==> src/hw/rtl/numlit_pkg.sv <==
// numlit_pkg: types, codes and character constants for the numeric literal parser
// shared by numlit_step, numlit_fmt, numeric_literal_parser_unit and the bench; no dependencies
package numlit_pkg;

   // configuration register
   localparam int unsigned WIDTH_BITS = 6;
   localparam logic [WIDTH_BITS-1:0] WIDTH_RESET = 6'd32;
   localparam int unsigned VALUE_BITS = 32;

   // ascii codes that steer the parse
   localparam logic [7:0] CHAR_ZERO    = 8'h30;
   localparam logic [7:0] CHAR_NINE    = 8'h39;
   localparam logic [7:0] CHAR_X       = 8'h78;
   localparam logic [7:0] CHAR_PLUS    = 8'h2B;
   localparam logic [7:0] CHAR_MINUS   = 8'h2D;
   localparam logic [7:0] CHAR_LOWER_A = 8'h61;
   localparam logic [7:0] CHAR_LOWER_F = 8'h66;
   localparam logic [7:0] CHAR_UPPER_A = 8'h41;
   localparam logic [7:0] CHAR_UPPER_F = 8'h46;

   // parse mode, one-hot
   typedef enum logic [3:0] {
      MODE_UNDECIDED = 4'b0001,
      MODE_ZERO      = 4'b0010,
      MODE_HEX       = 4'b0100,
      MODE_DEC       = 4'b1000
   } mode_type;

   // result status codes
   typedef enum logic [1:0] {
      STATUS_OK      = 2'd0,
      STATUS_EMPTY   = 2'd1,
      STATUS_BAD_HEX = 2'd2,
      STATUS_BAD_DEC = 2'd3
   } status_type;

   // one request: a character of the literal
   typedef struct packed {
      logic [7:0] character;
      logic       is_last;
      logic       no_char;
   } req_type;

   // one response
   typedef struct packed {
      logic [VALUE_BITS-1:0] value;
      status_type            status;
   } rsp_type;

   // running parse state
   typedef struct packed {
      logic [1:0]            char_position;
      mode_type              mode;
      logic                  is_negative;
      logic [VALUE_BITS-1:0] accumulator;
      logic                  bad_char_seen;
   } state_type;

   localparam state_type STATE_RESET = '{
      char_position: 2'd0,
      mode:          MODE_UNDECIDED,
      is_negative:   1'b0,
      accumulator:   '0,
      bad_char_seen: 1'b0
   };

   // judged literal, before negation and masking
   typedef struct packed {
      logic [VALUE_BITS-1:0] accumulator;
      logic                  is_negative;
      logic                  is_hex;
      status_type            status;
   } raw_type;

endpackage

==> src/hw/rtl/numlit_step.sv <==
// numlit_step: per-character next-state logic and end-of-literal judgement
// depends on numlit_pkg
module numlit_step (
   input  numlit_pkg::req_type   req,
   input  numlit_pkg::state_type state,
   output numlit_pkg::state_type state_next,
   output logic                  ends,
   output numlit_pkg::raw_type   raw
);

   numlit_pkg::state_type upd;
   logic [7:0] c;
   logic is_digit;
   logic is_hex_digit;
   logic [3:0] hex_digit;
   logic do_dec;
   logic dec_first;
   logic [numlit_pkg::VALUE_BITS-1:0] dec_acc;
   logic [numlit_pkg::VALUE_BITS-1:0] hex_acc;

   assign c = req.character;
   assign ends = req.no_char | req.is_last;

   // digit classification
   always_comb begin
      is_digit = c inside {[numlit_pkg::CHAR_ZERO:numlit_pkg::CHAR_NINE]};
      is_hex_digit = 1'b1;
      hex_digit = 4'd0;
      if (is_digit) begin
         hex_digit = 4'(c - numlit_pkg::CHAR_ZERO);
      end else if (c inside {[numlit_pkg::CHAR_LOWER_A:numlit_pkg::CHAR_LOWER_F]}) begin
         hex_digit = 4'(c - numlit_pkg::CHAR_LOWER_A + 8'd10);
      end else if (c inside {[numlit_pkg::CHAR_UPPER_A:numlit_pkg::CHAR_UPPER_F]}) begin
         hex_digit = 4'(c - numlit_pkg::CHAR_UPPER_A + 8'd10);
      end else begin
         is_hex_digit = 1'b0;
      end
   end

   // times ten plus digit, and shift in a nibble
   assign dec_acc = (state.accumulator << 3) + (state.accumulator << 1)
                  + {24'd0, 4'd0, hex_digit};
   assign hex_acc = {state.accumulator[numlit_pkg::VALUE_BITS-5:0], hex_digit};

   // take one character
   always_comb begin
      upd = state;
      do_dec = 1'b0;
      dec_first = 1'b0;
      if (!req.no_char) begin
         case (state.mode)
            numlit_pkg::MODE_UNDECIDED: begin
               if (c == numlit_pkg::CHAR_ZERO) begin
                  upd.mode = numlit_pkg::MODE_ZERO;
               end else begin
                  upd.mode = numlit_pkg::MODE_DEC;
                  do_dec = 1'b1;
                  dec_first = 1'b1;
               end
            end
            numlit_pkg::MODE_ZERO: begin
               if (c == numlit_pkg::CHAR_X) begin
                  upd.mode = numlit_pkg::MODE_HEX;
               end else begin
                  upd.mode = numlit_pkg::MODE_DEC;
                  do_dec = 1'b1;
               end
            end
            numlit_pkg::MODE_HEX: begin
               if (is_hex_digit) begin
                  upd.accumulator = hex_acc;
               end else begin
                  upd.bad_char_seen = 1'b1;
               end
            end
            numlit_pkg::MODE_DEC: begin
               do_dec = 1'b1;
            end
            default: begin
               upd.mode = state.mode;
            end
         endcase
         // decimal character: digit, leading sign, or illegal
         if (do_dec) begin
            if (is_digit) begin
               upd.accumulator = dec_acc;
            end else if (dec_first && c == numlit_pkg::CHAR_MINUS) begin
               upd.is_negative = 1'b1;
            end else if (!(dec_first && c == numlit_pkg::CHAR_PLUS)) begin
               upd.bad_char_seen = 1'b1;
            end
         end
         if (state.char_position != 2'd3) begin
            upd.char_position = state.char_position + 2'd1;
         end
      end
   end

   // judge the literal and clear the state at its end
   always_comb begin
      raw.accumulator = upd.accumulator;
      raw.is_negative = upd.is_negative;
      raw.is_hex = (upd.mode == numlit_pkg::MODE_HEX);
      if (upd.char_position == 2'd0) begin
         raw.status = numlit_pkg::STATUS_EMPTY;
      end else if (raw.is_hex && upd.char_position == 2'd3) begin
         raw.status = upd.bad_char_seen ? numlit_pkg::STATUS_BAD_HEX : numlit_pkg::STATUS_OK;
      end else if (raw.is_hex || upd.bad_char_seen) begin
         raw.status = numlit_pkg::STATUS_BAD_DEC;
      end else begin
         raw.status = numlit_pkg::STATUS_OK;
      end
      state_next = ends ? numlit_pkg::STATE_RESET : upd;
   end

endmodule

==> src/hw/rtl/numlit_fmt.sv <==
// numlit_fmt: sign and width fitting of a judged literal into the response
// depends on numlit_pkg
module numlit_fmt (
   input  numlit_pkg::raw_type                    raw,
   input  logic [numlit_pkg::WIDTH_BITS-1:0]      width,
   output numlit_pkg::rsp_type                    rsp
);

   logic [numlit_pkg::WIDTH_BITS-1:0] dec_bits;
   logic [numlit_pkg::WIDTH_BITS-1:0] hex_bits;
   logic [numlit_pkg::WIDTH_BITS-1:0] keep_bits;
   logic [numlit_pkg::VALUE_BITS-1:0] mask;
   logic [numlit_pkg::VALUE_BITS-1:0] signed_acc;

   // widths above 32 act as 32; hex rounds up to whole nibbles
   assign dec_bits = (width > 6'd32) ? 6'd32 : width;
   assign hex_bits = (dec_bits + 6'd3) & ~6'd3;
   assign keep_bits = raw.is_hex ? hex_bits : dec_bits;

   // low mask of keep_bits ones
   always_comb begin
      if (keep_bits[5]) begin
         mask = '1;
      end else begin
         mask = ~({numlit_pkg::VALUE_BITS{1'b1}} << keep_bits[4:0]);
      end
   end

   assign signed_acc = raw.is_negative ? (32'd0 - raw.accumulator) : raw.accumulator;

   // error results carry zero
   always_comb begin
      rsp.status = raw.status;
      if (raw.status == numlit_pkg::STATUS_OK) begin
         rsp.value = signed_acc & mask;
      end else begin
         rsp.value = '0;
      end
   end

endmodule

==> src/hw/rtl/numeric_literal_parser_unit.sv <==
// numeric_literal_parser_unit: top level of the hex/decimal numeric literal parser
// depends on numlit_pkg, numlit_step and numlit_fmt
//
//   channel   direction  handshake             payload
//   req_      in         req_valid/req_stall   numlit_pkg::req_type (one character)
//   rsp_      out        rsp_valid/rsp_stall   numlit_pkg::rsp_type (value, status)
//   csr_      in         csr_write             csr_data (width, 6 bits)
//
// one character is taken per cycle while req_stall is low; a request waits in the input
// register, then the step logic folds it into the parse state in one pass
// the response appears in the cycle after the last character is processed
// reset is synchronous and clears the pipeline, parse state and width (32)
// a stalled response holds back only the request that ends the next literal
module numeric_literal_parser_unit (
   input  logic                              clock,
   input  logic                              reset,
   input  logic                              req_valid,
   output logic                              req_stall,
   input  numlit_pkg::req_type               req_payload,
   output logic                              rsp_valid,
   input  logic                              rsp_stall,
   output numlit_pkg::rsp_type               rsp_payload,
   input  logic                              csr_write,
   input  logic [numlit_pkg::WIDTH_BITS-1:0] csr_data
);

   logic                              in_valid_ff;
   logic                              in_valid_in;
   numlit_pkg::req_type               in_req_ff;
   numlit_pkg::state_type             state_ff;
   numlit_pkg::state_type             state_in;
   logic                              rsp_valid_ff;
   logic                              rsp_valid_in;
   numlit_pkg::raw_type               raw_ff;
   numlit_pkg::raw_type               raw_in;
   logic [numlit_pkg::WIDTH_BITS-1:0] width_ff;
   logic                              step_ends;
   logic                              out_free;
   logic                              advance;
   logic                              accept;

   // per-character logic
   numlit_step u_step (
      .req        (in_req_ff),
      .state      (state_ff),
      .state_next (state_in),
      .ends       (step_ends),
      .raw        (raw_in)
   );

   // handshake control
   assign out_free  = !rsp_valid_ff || !rsp_stall;
   assign advance   = in_valid_ff && (!step_ends || out_free);
   assign req_stall = in_valid_ff && !advance;
   assign accept    = req_valid && !req_stall;

   always_comb begin
      in_valid_in = in_valid_ff;
      if (accept) begin
         in_valid_in = 1'b1;
      end else if (advance) begin
         in_valid_in = 1'b0;
      end
      rsp_valid_in = rsp_valid_ff;
      if (advance && step_ends) begin
         rsp_valid_in = 1'b1;
      end else if (!rsp_stall) begin
         rsp_valid_in = 1'b0;
      end
   end

   // control registers
   always_ff @(posedge clock) begin
      if (reset) begin
         in_valid_ff  <= 1'b0;
         rsp_valid_ff <= 1'b0;
         state_ff     <= numlit_pkg::STATE_RESET;
         width_ff     <= numlit_pkg::WIDTH_RESET;
      end else begin
         in_valid_ff  <= in_valid_in;
         rsp_valid_ff <= rsp_valid_in;
         if (advance) begin
            state_ff <= state_in;
         end
         if (csr_write) begin
            width_ff <= csr_data;
         end
      end
   end

   // payload registers
   always_ff @(posedge clock) begin
      if (accept) begin
         in_req_ff <= req_payload;
      end
      if (advance && step_ends) begin
         raw_ff <= raw_in;
      end
   end

   // sign and width fitting of the held response
   numlit_fmt u_fmt (
      .raw   (raw_ff),
      .width (width_ff),
      .rsp   (rsp_payload)
   );

   assign rsp_valid = rsp_valid_ff;

   // checks
   a_end_waits_for_rsp: assert property (@(posedge clock) disable iff (reset)
      in_valid_ff && step_ends && rsp_valid_ff && rsp_stall |-> req_stall)
      else $error("literal end processed while response still held");

   a_state_cleared: assert property (@(posedge clock) disable iff (reset)
      $past(!reset) && $past(advance && step_ends) |->
         state_ff.char_position == 2'd0 && state_ff.mode == numlit_pkg::MODE_UNDECIDED)
      else $error("parse state not cleared after literal end");

   a_error_zero: assert property (@(posedge clock) disable iff (reset)
      rsp_valid_ff && rsp_payload.status != numlit_pkg::STATUS_OK |-> rsp_payload.value == '0)
      else $error("error response carries a non-zero value");

   a_stall_needs_item: assert property (@(posedge clock) disable iff (reset)
      req_stall |-> in_valid_ff && rsp_valid_ff)
      else $error("request stalled without a pending item and response");

endmodule

==> config.mk <==
export PLATFORM = sky130hd
export DESIGN_NAME = numeric_literal_parser_unit
export DESIGN_NICKNAME = d
export VERILOG_FILES = /design/src/hw/rtl/numlit_pkg.sv /design/src/hw/rtl/numlit_step.sv /design/src/hw/rtl/numlit_fmt.sv /design/src/hw/rtl/numeric_literal_parser_unit.sv
export SDC_FILE = /design/constraint.sdc
export NUM_CORES = 1
export LEC_CHECK = 0
export BUFFER_PORTS_ARGS = -buffer_cell sky130_fd_sc_hd__buf_2
export CORE_ASPECT_RATIO = 1.4
export CORE_MARGIN = 5
export CORE_UTILIZATION = 57
export DETAILED_ROUTE_END_ITERATION = 8
export PLACE_DENSITY = 0.85
export SYNTH_ARGS = -nofsm -noshare
export SYNTH_HDL_FRONTEND = slang
export SYNTH_HIERARCHICAL = 1
export SYNTH_SLANG_ARGS = --single-unit
==> constraint.sdc <==
create_clock -name clock -period 3.95 [get_ports clock]
set_input_delay 0.1975 -clock clock [delete_from_list [all_inputs] [get_ports clock]]
set_output_delay 0.1975 -clock clock [all_outputs]
set_load 0.02 [all_outputs]
==> impl_metrics.json <==
{
  "yosys_register_bits": 94,
  "overflow": 0,
  "syn_avg_cell_area_sq_um": 8.27,
  "regToRegStartpoint": "in_req_ff[2]$_DFFE_PP_",
  "synth.cell_area_sq_um": 8650,
  "die_h_microns": 156,
  "switching_share_pct": 28.7,
  "netlist_instances": 1046,
  "power_frac_seq_pct": 47.9,
  "htree_levels": 3,
  "routed_via_density": 6.66,
  "drc_errors": 0,
  "antenna_found_initial": 0,
  "r2r_end": "raw_ff[32]$_DFFE_PP_",
  "rsz0062_at_grt": "yes",
  "power.density_nw_per_um2": 230,
  "cts_tree": "done",
  "yosys_warnings": 6,
  "ir_drop_v": 0.000204,
  "post-route-util_pct": 65.8,
  "fin_crit_sh_pct": 110,
  "syn_nets": 1131,
  "pwr-share-clk_pct": 38.8,
  "fin_ws_ns": -0.396,
  "dp_slack_ns": -0.279,
  "antennaDiodeCount": 0,
  "cpMostUsedCell": "buf_4",
  "startpoint_type": "flop",
  "firstDrtPassIters": 6,
  "path_clk_slew_ns": 0.08,
  "die_w_microns": 114,
  "coreArea_sq_um": 15000,
  "syn_to_final_growth_pct": 14.0,
  "grt_pass1_vias": 8047,
  "worst-r2r-setup-slack_ns": -0.40,
  "vias": 8630,
  "finalSetupViolations": 40,
  "ys_types": 86,
  "status": "complete, but fails checks",
  "max_freq_ghz": 0.230,
  "cts_made_buffers": 9,
  "hold_violations": 0,
  "floorplan.initialDensity_pct": 57.7,
  "violations": "setup timing",
  "crit_fanout": 3,
  "drtIter0Drc": 1249,
  "drtAntennaViolNets": 0,
  "crit_path_top_delay_cell": "fa_1",
  "skew_ns": 0.0168,
  "post_drt_wl_per_cell_microns": 20.0,
  "crit_path_max_incr_delay_ns": 0.48,
  "dp_hpwl_mm": 16.7,
  "fillers": 1153,
  "port_buffers": 56,
  "async_reset_ff_share_pct": 0,
  "worst_slew_pin_slew_ns": 0.971,
  "cp.required_ns": 4.02,
  "drv_slew": 0,
  "hold_end": "in_req_ff[4]$_DFFE_PP_",
  "gp_congestion": 1.01,
  "cp_cell_sequence": "buf_4 -> buf_4 -> nand3_2 -> nor2b_2 -> xor2_1 -> buf_4 -> nand2b_4 -> fa_1 -> fa_2 -> nor2b_2 -> o211ai_1 -> a21o_1 -> o211ai_1 -> a21oi_2 -> o41ai_2 -> xnor2_1 -> o221ai_1",
  "grt_pass1_wl_mm": 39.7,
  "synth_edf_count": 46,
  "die_area_sq_um": 17800,
  "p_sw_uw": 649,
  "internal-power_mw": 1.62,
  "cap_violations": 0,
  "nets": 1184,
  "finalWirelength_mm": 26.0,
  "ys_seq_area_share_pct": 27.1,
  "slew-limit-headroom_pct": 35.3,
  "grt_max_degree": 89,
  "final.min_clock_period_ns": 4.35,
  "comb_power_share_pct": 13.3,
  "grt_usage_pct": 27.1,
  "power.leakage_nw": 3.98,
  "clk_latency_ns": 0.36,
  "ioPinCount": 57,
  "worstSetupPathType": "flop to flop",
  "hold_depth": 1,
  "cts_hold_buf": 0,
  "critical_path_arrival_ns": 4.42,
  "synthFlopType": "dfxtp_1",
  "rr_worst_depth": 17,
  "drive_gt1_share_pct": 20.6,
  "hold_class": "primary input to flop",
  "mostFrequentLayoutCells": "nand2_1, nand2b_1, nor2_1",
  "rows": 53,
  "clock_path_buffers": 2,
  "final_common_cell": "nand2_1",
  "cp-end-kind": "flop",
  "cts_root_buf": "clkbuf_16",
  "cts.sinks": 94,
  "hp-start": "req_payload[4]"
}
## state kept, by name, summed over array words and instances, names as in the netlist
register / count
state_ff: 40
raw_ff: 36
in_req_ff: 10
width_ff: 6
in_valid_ff: 1
rsp_valid: 1
## routing by layer
metal	vias to the layer above	wire length (microns)	track usage (%)
met1	4015	9470	33.1
met4	0	1270	12.2
met2	611	12900	47.2
met5	-	0	0
met3	130	2370	3.41
li1	3874	-	-
## worst max-delay path, delay by kind of cell (launching register included)
kind | cells | cell delay (ns)
AO/OA/AOI/OAI | 6 | 1.30
XOR/XNOR | 2 | 0.41
adder cells (fa/ha/maj) | 2 | 0.86
buffers and inverters | 3 | 0.50
flip-flops | 1 | 0.47
AND/OR/NAND/NOR | 4 | 0.50
## timing repair
action,in CTS,in global routing
pin swaps,28,40
buffers inserted,7,11
resized for setup,31,46
setup endpoints to repair,39,46
## synth_stat cells, types with 9 or more instances
cell / instances / share of area, %
a31oi_1: 12 / 0.87
xor2_1: 35 / 3.5
buf_6: 9 / 1.2
and3_1: 10 / 0.72
a21oi_1: 81 / 4.7
nand3_1: 26 / 1.5
clkbuf_1: 40 / 1.7
dfxtp_1: 48 / 11
o21ai_1: 19 / 1.1
nor3_1: 25 / 1.4
xnor2_1: 24 / 2.4
edfxtp_1: 46 / 16
a211oi_1: 9 / 0.78
nand2b_1: 87 / 6.3
mux2i_1: 50 / 5.8
o21ai_0: 42 / 2.4
nor2_1: 84 / 3.6
nor4_1: 9 / 0.65
inv_1: 29 / 1.3
nand2_1: 115 / 5.0
a21o_1: 9 / 0.78
ha_1: 62 / 9.0
## power by group through the flow
stage | sequential, mW | combinational, mW | clock (mW)
finish | 1.08 | 0.301 | 0.879
CTS | 1.08 | 0.277 | 0.881
detailed placement | 1.10 | 0.266 | 0
global placement | 1.10 | 0.259 | 0
floorplan | 1.09 | 0.206 | 0
global route | 1.09 | 0.320 | 0.932
## final cells by class
type	count	area [sq um]	share of cell area, %
sequential	94	2340	23.7
multi-input combinational	853	6170	62.5
inverter	30	113	1.14
clock inverter	7	71.3	0.723
tap	192	240	2.44
clock buffer	9	225	2.28
timing repair buffer	111	704	7.14
## stage by stage
stage	area [sq um]	std cells	hold slack, ns	setup TNS [ns]	total power [mW]
finish	9860	1296	0.0121	-7.37	2.26
global route	9860	1296	0.00296	-14.33	2.34
CTS	9550	1285	0.0111	-0.622	2.24
detailed placement	9060	1262	0.376	-5.67	1.37
global placement	9060	1262	0.374	-0.511	1.36
floorplan	8680	1046	0.296	-0.0777	1.29
## kinds of logic (layout without fill, tap and decap cells)
group / after synthesis / after routing / synth area share (%)
mux: 54 / 54 / 6.31
buf+inv: 99 / 157 / 6.06
xor+xnor: 59 / 59 / 5.98
fa+ha+maj: 64 / 64 / 9.43
compound gates: 264 / 264 / 20.7
simple gates: 412 / 412 / 24.5
flops: 94 / 94 / 27.1
## how the worst max path moves through the flow
stage,start,slack (ns),end
floorplan,in_req_ff[2]$_DFFE_PP_,-0.03,state_ff[26]$_SDFFE_PP0P_
finish,in_req_ff[2]$_DFFE_PP_,-0.40,raw_ff[32]$_DFFE_PP_
global route,in_req_ff[2]$_DFFE_PP_,-0.60,raw_ff[32]$_DFFE_PP_
global placement,in_req_ff[2]$_DFFE_PP_,-0.08,state_ff[31]$_SDFFE_PP0P_
CTS,in_req_ff[3]$_DFFE_PP_,-0.11,raw_ff[32]$_DFFE_PP_
detailed placement,in_req_ff[2]$_DFFE_PP_,-0.28,state_ff[26]$_SDFFE_PP0P_
Note: power is estimated with default switching activity, not from simulation.
